**src/hw/rtl/gbs_pkg.sv**
```systemverilog
package gbs_pkg;

  // Defaults for the top-level parameters
  localparam int MAX_KEPT_DEF = 64;
  localparam int COORD_W_DEF  = 16;

  // Fixed field widths of the stream items
  localparam int FIELD_W  = 16;
  localparam int IDX_W    = 16;
  localparam int THR_W    = 9;
  localparam int THR_FRAC = 8;

  localparam logic [THR_W-1:0] THR_RESET = 9'd115;

  // Controller states
  typedef enum logic [2:0] {
    ST_IDLE,
    ST_SPAN,
    ST_AREA,
    ST_LAUNCH,
    ST_SCAN,
    ST_DECIDE
  } state_t;

  // Suppression flag that trails the box down the chain
  typedef struct packed {
    logic valid;
    logic hit;
  } flag_t;

endpackage

```
**src/hw/rtl/gbs_cell.sv**
```systemverilog
module gbs_cell #(
  parameter int COORD_W  = gbs_pkg::COORD_W_DEF,
  parameter int CNT_W    = 7,
  parameter int CELL_IDX = 0
) (
  input  logic                      clk,
  input  logic                      rst_n,
  input  logic [4*COORD_W-1:0]      box_in,
  input  logic [2*COORD_W-1:0]      area_in,
  input  logic                      valid_in,
  input  logic [gbs_pkg::THR_W-1:0] thr,
  input  logic [CNT_W-1:0]          count,
  input  logic                      wr_en,
  input  logic [4*COORD_W-1:0]      wr_box,
  input  logic [2*COORD_W-1:0]      wr_area,
  input  gbs_pkg::flag_t            flag_in,
  output logic [4*COORD_W-1:0]      box_out,
  output logic [2*COORD_W-1:0]      area_out,
  output logic                      valid_out,
  output gbs_pkg::flag_t            flag_out
);
  import gbs_pkg::*;

  localparam int AW = 2 * COORD_W;
  localparam int UW = AW + 1;
  localparam int PW = UW + THR_W;

  // Box line stage and stored entry
  logic [4*COORD_W-1:0] box_r;
  logic [AW-1:0]        area_r;
  logic                 valid_r;
  logic [4*COORD_W-1:0] kbox_r;
  logic [AW-1:0]        karea_r;

  // Local compare pipeline
  logic [COORD_W-1:0] w1_r, h1_r;
  logic [UW-1:0]      asum1_r, asum2_r, uni3_r;
  logic [AW-1:0]      inter2_r, inter3_r, inter4_r;
  logic [PW-1:0]      prod4_r;
  logic               hit5_r;
  logic               v1_r, v2_r, v3_r, v4_r, v5_r;
  flag_t              flag_r;

  logic signed [COORD_W-1:0] n_top, n_left, n_bot, n_right;
  logic signed [COORD_W-1:0] k_top, k_left, k_bot, k_right;
  logic signed [COORD_W-1:0] lo_x, hi_x, lo_y, hi_y;
  logic signed [COORD_W:0]   dx, dy;
  logic [COORD_W-1:0]        w_c, h_c;
  logic                      active;
  logic                      slot_wr;

  assign n_top   = box_r[0*COORD_W +: COORD_W];
  assign n_left  = box_r[1*COORD_W +: COORD_W];
  assign n_bot   = box_r[2*COORD_W +: COORD_W];
  assign n_right = box_r[3*COORD_W +: COORD_W];
  assign k_top   = kbox_r[0*COORD_W +: COORD_W];
  assign k_left  = kbox_r[1*COORD_W +: COORD_W];
  assign k_bot   = kbox_r[2*COORD_W +: COORD_W];
  assign k_right = kbox_r[3*COORD_W +: COORD_W];

  // Intersection edges and clamped spans
  always_comb begin
    lo_x = (n_left > k_left) ? n_left : k_left;
    hi_x = (n_right < k_right) ? n_right : k_right;
    lo_y = (n_top > k_top) ? n_top : k_top;
    hi_y = (n_bot < k_bot) ? n_bot : k_bot;
    dx   = {hi_x[COORD_W-1], hi_x} - {lo_x[COORD_W-1], lo_x};
    dy   = {hi_y[COORD_W-1], hi_y} - {lo_y[COORD_W-1], lo_y};
    w_c  = (hi_x > lo_x) ? dx[COORD_W-1:0] : '0;
    h_c  = (hi_y > lo_y) ? dy[COORD_W-1:0] : '0;
  end

  // Only entries below the fill count take part
  assign active  = CNT_W'(CELL_IDX) < count;
  assign slot_wr = wr_en && (count == CNT_W'(CELL_IDX));

  // Advance valid bits and the flag chain
  always_ff @(posedge clk) begin
    if (!rst_n) begin
      valid_r <= 1'b0;
      v1_r    <= 1'b0;
      v2_r    <= 1'b0;
      v3_r    <= 1'b0;
      v4_r    <= 1'b0;
      v5_r    <= 1'b0;
      flag_r  <= '0;
    end else begin
      valid_r      <= valid_in;
      v1_r         <= valid_r;
      v2_r         <= v1_r;
      v3_r         <= v2_r;
      v4_r         <= v3_r;
      v5_r         <= v4_r;
      flag_r.valid <= v5_r;
      flag_r.hit   <= (flag_in.valid & flag_in.hit) | (v5_r & hit5_r);
    end
  end

  // Carry the box and run the overlap test
  always_ff @(posedge clk) begin
    box_r    <= box_in;
    area_r   <= area_in;
    w1_r     <= w_c;
    h1_r     <= h_c;
    asum1_r  <= UW'(area_r) + UW'(karea_r);
    inter2_r <= AW'(w1_r) * AW'(h1_r);
    asum2_r  <= asum1_r;
    uni3_r   <= asum2_r - UW'(inter2_r);
    inter3_r <= inter2_r;
    prod4_r  <= PW'(thr) * PW'(uni3_r);
    inter4_r <= inter3_r;
    hit5_r   <= active && ({{(PW-AW-THR_FRAC){1'b0}}, inter4_r, {THR_FRAC{1'b0}}} > prod4_r);
  end

  // Store a surviving box into this slot
  always_ff @(posedge clk) begin
    if (slot_wr) begin
      kbox_r  <= wr_box;
      karea_r <= wr_area;
    end
  end

  assign box_out   = box_r;
  assign area_out  = area_r;
  assign valid_out = valid_r;
  assign flag_out  = flag_r;

endmodule

```
**config.mk**
```make
export PLATFORM = sky130hd
export DESIGN_NAME = gbs_cell
export DESIGN_NICKNAME = d
export VERILOG_FILES = /design/src/hw/rtl/gbs_pkg.sv /design/src/hw/rtl/gbs_cell.sv
export SDC_FILE = /design/constraint.sdc
export NUM_CORES = 2
export LEC_CHECK = 0
export BUFFER_PORTS_ARGS = -buffer_cell sky130_fd_sc_hd__buf_2
export CORE_MARGIN = 3
export CORE_UTILIZATION = 40
export DETAILED_ROUTE_END_ITERATION = 8
export PLACE_DENSITY = 0.62
export SYNTH_ARGS = -nofsm -noshare
export SYNTH_HDL_FRONTEND = slang
export SYNTH_SLANG_ARGS = --single-unit
```
**constraint.sdc**
```tcl
create_clock -name clk -period 10.8 [get_ports clk]
set_clock_uncertainty 0.1 [all_clocks]
set_input_delay 1.08 -clock clk [delete_from_list [all_inputs] [get_ports clk]]
set_output_delay 1.08 -clock clk [all_outputs]
set_load 0.005 [all_outputs]
```
# == Word-level counts from Yosys, hierarchy flattened ==
# Index checks and enable logic that the tools add are counted.
# W data, S select, Z words.
# op_classes
add_sub_neg,4
n_mul,2
order_cmp,8
n_mux,4
n_bitwise,3
n_reduce_logical,3
# ops
op,count
$gt A16 B16 Y1,4
$mux W16,4
$gt A40 B42 Y1,1
$mul A9 B33 Y42,1
$add A32 B32 Y33,1
$sub A33 B32 Y33,1
$lt A16 B16 Y1,2
$mul A16 B16 Y32,1
$sub A16 B16 Y16,2
$logic_not A7 Y1,1
$lt A1 B7 Y1 const A,1
$and A1 B1 Y1,2
$logic_and A1 B1 Y1,2
$or A1 B1 Y1,1
# totals
register_bits,470
in_bits,214
output_inout_bits,99
wordCells,46

# == Logic depth before layout (Yosys ltp) ==
# depth
ltp_word,3
mapped_depth,25
depth_no_buf,23

# == Worst setup path before layout ==
# No wires, ideal clock.
# synth_path
path_kind,input to register
start,input port thr[0] (netlist name)
end,register prod4_r[40]
arrival_time_ns,5.672
slack_ns,4.894
cell_stages,19
n_path_buf,1
cell_sequence,clkbuf_1 nand2_1 fa_1 inv_1 fa_1 inv_1 fa_1 fa_1 inv_1 ha_1 o211ai_2 a21oi_2 o2111ai_2 a41oi_2 nand3_2 a311oi_4 a21oi_2 o2111ai_2 or4b_1
# synth_between
elab_chain_cells,1
# synth_lines
element,line,source
"start, declared",gbs_cell.sv:11,"input logic [gbs_pkg::THR_W-1:0] thr,"
$mul A9 B33 Y42,gbs_cell.sv:110,prod4_r <= PW'(thr) * PW'(uni3_r);
"end signal, assigned",gbs_cell.sv:110,
"end, declared",gbs_cell.sv:39,logic [PW-1:0] prod4_r;
# No other way between the ends.
# A chain may end at the register's enable or synchronous reset.

# == Final worst setup path ==
# layout_path
start,register w1_r[7]
end,register inter2_r[30]
# layout_between
elab_chain_cells,1
# layout_lines
element,line,source
"start, declared",gbs_cell.sv:36,"logic [COORD_W-1:0] w1_r, h1_r;"
"start signal, assigned",gbs_cell.sv:103,w1_r <= w_c;
$mul A16 B16 Y32,gbs_cell.sv:106,inter2_r <= AW'(w1_r) * AW'(h1_r);
"end signal, assigned",gbs_cell.sv:106,
"end, declared",gbs_cell.sv:38,"logic [AW-1:0] inter2_r, inter3_r, inter4_r;"
# No other way between the ends.

==> key figures <==
Timing
  – Time the final worst path needs with I/O delays and setup: 6570 ps
  – Period utilization: 0.608
  – Unrepaired setup endpoints after global routing: false
  – Highest attainable clock frequency: 152 MHz
  – Number of endpoints with negative hold slack in the final report: 0
  – Setup TNS: 0 ps
  – Slew HR: 0.317
  – Max-slew violation count: 0
  – Min Hold Slack: 210 ps
  – Transition time at the pin with the least slew margin: 1020 ps
  – Final setup viols: 0

Floorplanning
  – Number of ports placed on the die boundary: 313
  – Placeable core region: 88600 µm²
  – Vertical die dimension: 306 µm
  – Initial standard-cell utilization of the core: 0.405
  – Die span in x: 306 µm
  – Row count: 109
  – Area enclosed by the die boundary: 93300 µm²

Logic synthesis
  – Synth Net Count: 4646
  – FF+latch count, synth: 470
  – Prevailing post-synth register cell: sky130_fd_sc_hd__dfxtp_1
  – Number of different library cells in the post-synthesis netlist: 86
  – Synthesized instance count: 3660
  – Count of flip-flops with a built-in enable after synthesis: 96
  – Number of warning messages in the yosys log: 0
  – Post-synth design cell area: 35900 µm²
  – Async S/R FF share, synth: 0
  – Avg Cell Area, Syn: 9.80 µm²
  – Sequential-to-total area share from yosys stat: 0.289

CTS
  – Clock latency at the later pin of the worst-skew pair: 660 ps
  – Number of buffers inserted during clock tree synthesis: 55
  – Clock-pin transition on the worst setup and hold timing paths: 70 ps
  – Clock tree from TritonCTS: done
  – H-Tree Level Count: 2
  – Cell at the root of the clock tree: sky130_fd_sc_hd__clkbuf_16
  – Clock net sink count: 470
  – Number of setup buffers added after CTS: 0
  – Gates resized, CTS repair: 0
  – Number of buffers on the longest clock path: 3
  – Number of hold buffers added after cts: 0

GRT
  – Via count of the first global-routing pass: 26438
  – Antenna violations before repair: 4
  – GR Layer Usage met3: 0.0426
  – Global routing met1 resource utilization: 0.238
  – Global routing met2 resource utilization: 0.300
  – Global-route wire length before repair: 137 mm
  – Total global routing overflow: 0
  – Largest net degree at the start of global routing: 61
  – Layer with the highest usage after global routing: met2
  – Overall fraction of global-route tracks in use: 0.181

Worst setup path
  – Largest driver fanout on the critical path: 16
  – Worst path max stage delay: 790 ps
  – Critical path data arrival time: 7030 ps
  – Most common cell type on the critical path: sky130_fd_sc_hd__fa_1
  – Crit path buf inv count: 5
  – Setup crit start kind: register
  – Path type of the worst setup path: reg -> reg
  – Reg-to-Reg Start: w1_r[7]$_SDFF_PP0_
  – Library cell contributing the largest single delay on the critical path: sky130_fd_sc_hd__dfxtp_1
  – Worst path required time: 11270 ps
  – Worst setup path startpoint: w1_r[7]$_SDFF_PP0_
  – Cells along the critical path: nand2_1 -> fa_1 -> inv_1 -> fa_1 -> inv_1 -> fa_1 -> inv_1 -> fa_1 -> fa_1 -> inv_1 -> fa_1 -> inv_1 -> ha_1 -> a21o_1 -> a21oi_1 -> o21ai_0 -> a31o_2 -> a31oi_1 -> nand3_1 -> a311o_1 -> a21oi_1 -> xnor2_1
  – Family with the most delay on the worst path: adder cells
  – Endpoint type of the worst setup path: register

Routing
  – Antenna Violating Nets Remaining: 0
  – Avg Vias per Cell: 4.83
  – First-pass iteration count of the detailed router: 5
  – DRC violations left: 0
  – Total Routed Length: 81.7 mm
  – Average wire length per cell after detail routing: 15.9 µm
  – Via count: 24870
  – Number of DRC markers after the initial detailed-route iteration: 1031

Cells and area
  – Filler instances: 8529
  – Final layout net count: 4918
  – Share of final-layout standard cells stronger than drive strength 1: 0.112
  – Post-layout utilization of the core: 0.457
  – Area delta synth->final: 12.9%
  – Register area: 10400 µm²
  – Area of combinational cells with multiple inputs: 22700 µm²

Place
  – DP HPWL: 65.0 mm
  – Total of buffers placed on input and output ports: 312
  – Placer's final routability congestion estimate: 0.856

Worst hold path
  – Class of the tightest hold or removal check: reg -> reg
  – Origin of the worst min-delay path: inter3_r[25]$_DFF_P_

Run
  – Max Cap Viol: 0

Run status
  – Run status: complete, no violations
[layout by cell type (no fill, tap or decap), types with 7 or more instances in the layout]
master	n
sky130_fd_sc_hd__o21bai_1	18
sky130_fd_sc_hd__clkbuf_16	58
sky130_fd_sc_hd__o21a_1	18
sky130_fd_sc_hd__nor3_1	34
sky130_fd_sc_hd__nor2_1	95
sky130_fd_sc_hd__xor2_1	38
sky130_fd_sc_hd__ha_1	356
sky130_fd_sc_hd__a31oi_1	19
sky130_fd_sc_hd__or3_1	13
sky130_fd_sc_hd__clkinv_2	11
sky130_fd_sc_hd__and3_1	17
sky130_fd_sc_hd__inv_1	635
sky130_fd_sc_hd__a21o_1	110
sky130_fd_sc_hd__clkbuf_1	7
sky130_fd_sc_hd__o211ai_1	11
sky130_fd_sc_hd__nand3_1	30
sky130_fd_sc_hd__a211oi_1	13
sky130_fd_sc_hd__o21ai_0	103
sky130_fd_sc_hd__buf_2	312
sky130_fd_sc_hd__nand4_1	35
sky130_fd_sc_hd__and2_1	282
sky130_fd_sc_hd__nand2_1	387
sky130_fd_sc_hd__nand2b_1	25
sky130_fd_sc_hd__mux2i_1	39
sky130_fd_sc_hd__a21oi_1	144
sky130_fd_sc_hd__nor4_1	12
sky130_fd_sc_hd__clkbuf_8	9
sky130_fd_sc_hd__a221oi_1	7
sky130_fd_sc_hd__dfxtp_1	374
sky130_fd_sc_hd__edfxtp_1	96
sky130_fd_sc_hd__fa_1	416
sky130_fd_sc_hd__a21boi_0	8
sky130_fd_sc_hd__nor2b_1	30
sky130_fd_sc_hd__xnor2_1	95
[cell type report]
type                            count  area share
Multi-Input combinational cell   2456       0.562
Sequential cell                   470       0.256
Inverter                          635      0.0589
Clock buffer                       74      0.0395
Timing Repair Buffer              314      0.0389
Tap cell                         1165      0.0360
Clock inverter                     28     0.00896
Antenna cell                        2    0.000124
[flip-flops by register name (all words and copies together), names as in the netlist]
register / count
v2_r: 1
inter2_r: 32
asum1_r: 33
inter3_r: 32
area_out: 32
flag_out: 2
hit5_r: 1
karea_r: 32
inter4_r: 32
box_out: 64
v4_r: 1
v5_r: 1
uni3_r: 33
v3_r: 1
h1_r: 16
asum2_r: 33
valid_out: 1
prod4_r: 42
w1_r: 16
kbox_r: 64
v1_r: 1
[path summary, 6_finish.rpt]
path,to,cells past startpoint,slack (ps)
worst min-delay path,inter4_r[25]$_DFF_P_,0,210
worst max-delay path,inter2_r[30]$_DFF_P_,22,4230
worst min register to register,inter4_r[25]$_DFF_P_,0,210
worst max register to register,inter2_r[30]$_DFF_P_,22,4230
[synthesized netlist by cell type, types with 4 or more instances]
library cell / n / share of area
sky130_fd_sc_hd__a21o_2: 4 / 0.00098
sky130_fd_sc_hd__o21a_1: 18 / 0.0038
sky130_fd_sc_hd__xor2_1: 38 / 0.0093
sky130_fd_sc_hd__a21oi_1: 144 / 0.020
sky130_fd_sc_hd__o21bai_1: 18 / 0.0038
sky130_fd_sc_hd__o31ai_1: 4 / 0.00084
sky130_fd_sc_hd__nand4_1: 35 / 0.0061
sky130_fd_sc_hd__a31oi_1: 19 / 0.0033
sky130_fd_sc_hd__and3_1: 17 / 0.0030
sky130_fd_sc_hd__nor4_1: 12 / 0.0021
sky130_fd_sc_hd__a211oi_1: 13 / 0.0027
sky130_fd_sc_hd__nor3_1: 34 / 0.0047
sky130_fd_sc_hd__nand3_1: 30 / 0.0042
sky130_fd_sc_hd__clkbuf_1: 90 / 0.0094
sky130_fd_sc_hd__o21ai_0: 103 / 0.014
sky130_fd_sc_hd__o21ai_1: 4 / 0.00056
sky130_fd_sc_hd__xnor2_1: 95 / 0.023
sky130_fd_sc_hd__a221oi_1: 7 / 0.0017
sky130_fd_sc_hd__inv_1: 635 / 0.066
sky130_fd_sc_hd__nand2b_1: 25 / 0.0044
sky130_fd_sc_hd__ha_1: 356 / 0.12
sky130_fd_sc_hd__o41ai_1: 4 / 0.00098
sky130_fd_sc_hd__or2_2: 5 / 0.00087
sky130_fd_sc_hd__edfxtp_1: 96 / 0.080
sky130_fd_sc_hd__a21o_1: 110 / 0.023
sky130_fd_sc_hd__o211ai_1: 11 / 0.0023
sky130_fd_sc_hd__nor2b_1: 30 / 0.0052
sky130_fd_sc_hd__and2_1: 283 / 0.049
sky130_fd_sc_hd__mux2_2: 4 / 0.0013
sky130_fd_sc_hd__dfxtp_1: 374 / 0.21
sky130_fd_sc_hd__nand2_1: 387 / 0.040
sky130_fd_sc_hd__fa_1: 416 / 0.23
sky130_fd_sc_hd__mux2i_1: 39 / 0.011
sky130_fd_sc_hd__or3_1: 13 / 0.0023
sky130_fd_sc_hd__o2111ai_1: 4 / 0.00098
sky130_fd_sc_hd__a21boi_0: 8 / 0.0017
sky130_fd_sc_hd__nor2_1: 95 / 0.0099
[layer usage]
metal | up-vias | share of wire
met4 | 0 | 0.021
li1 | 12299 | -
met5 | - | 0
met1 | 11852 | 0.45
met3 | 110 | 0.068
met2 | 609 | 0.46
[cell families after synthesis]
| group | after synthesis | share of synthesized area |
|---|---|---|
| simple gates | 986 | 0.137 |
| fa+ha+maj | 772 | 0.356 |
| buf+inv | 734 | 0.0774 |
| compound gates | 522 | 0.0956 |
| flops | 470 | 0.289 |
| xor+xnor | 133 | 0.0325 |
| mux | 43 | 0.0121 |
[stage by stage]
| stage | instance area, µm² | std cells | setup WS (ps) |
|---|---|---|---|
| 2_1_floorplan | 35900 | 3660 | 4890 |
| 3_3_place_gp | 38500 | 5040 | 4150 |
| 3_5_place_dp | 38500 | 5040 | 4110 |
| 4_1_cts | 40500 | 5142 | 4190 |
| 5_1_grt | 40500 | 5142 | 3910 |
| 6_report | 40500 | 5144 | 4230 |
[worst register-to-register path: cells and delay by family (launching register included)]
kind	cells	cell delay [ps]
AOI/OAI and AO/OA	7	1530
adders and majority gates	7	3310
and+or+nand+nor	2	370
xor gates and xnor gates	1	130
buffers and inverters	5	260
DFF	1	790
Power is left out: the tool's default activity adds up to more than one toggle a clock period on the data nets, which glitch-free logic cannot reach.
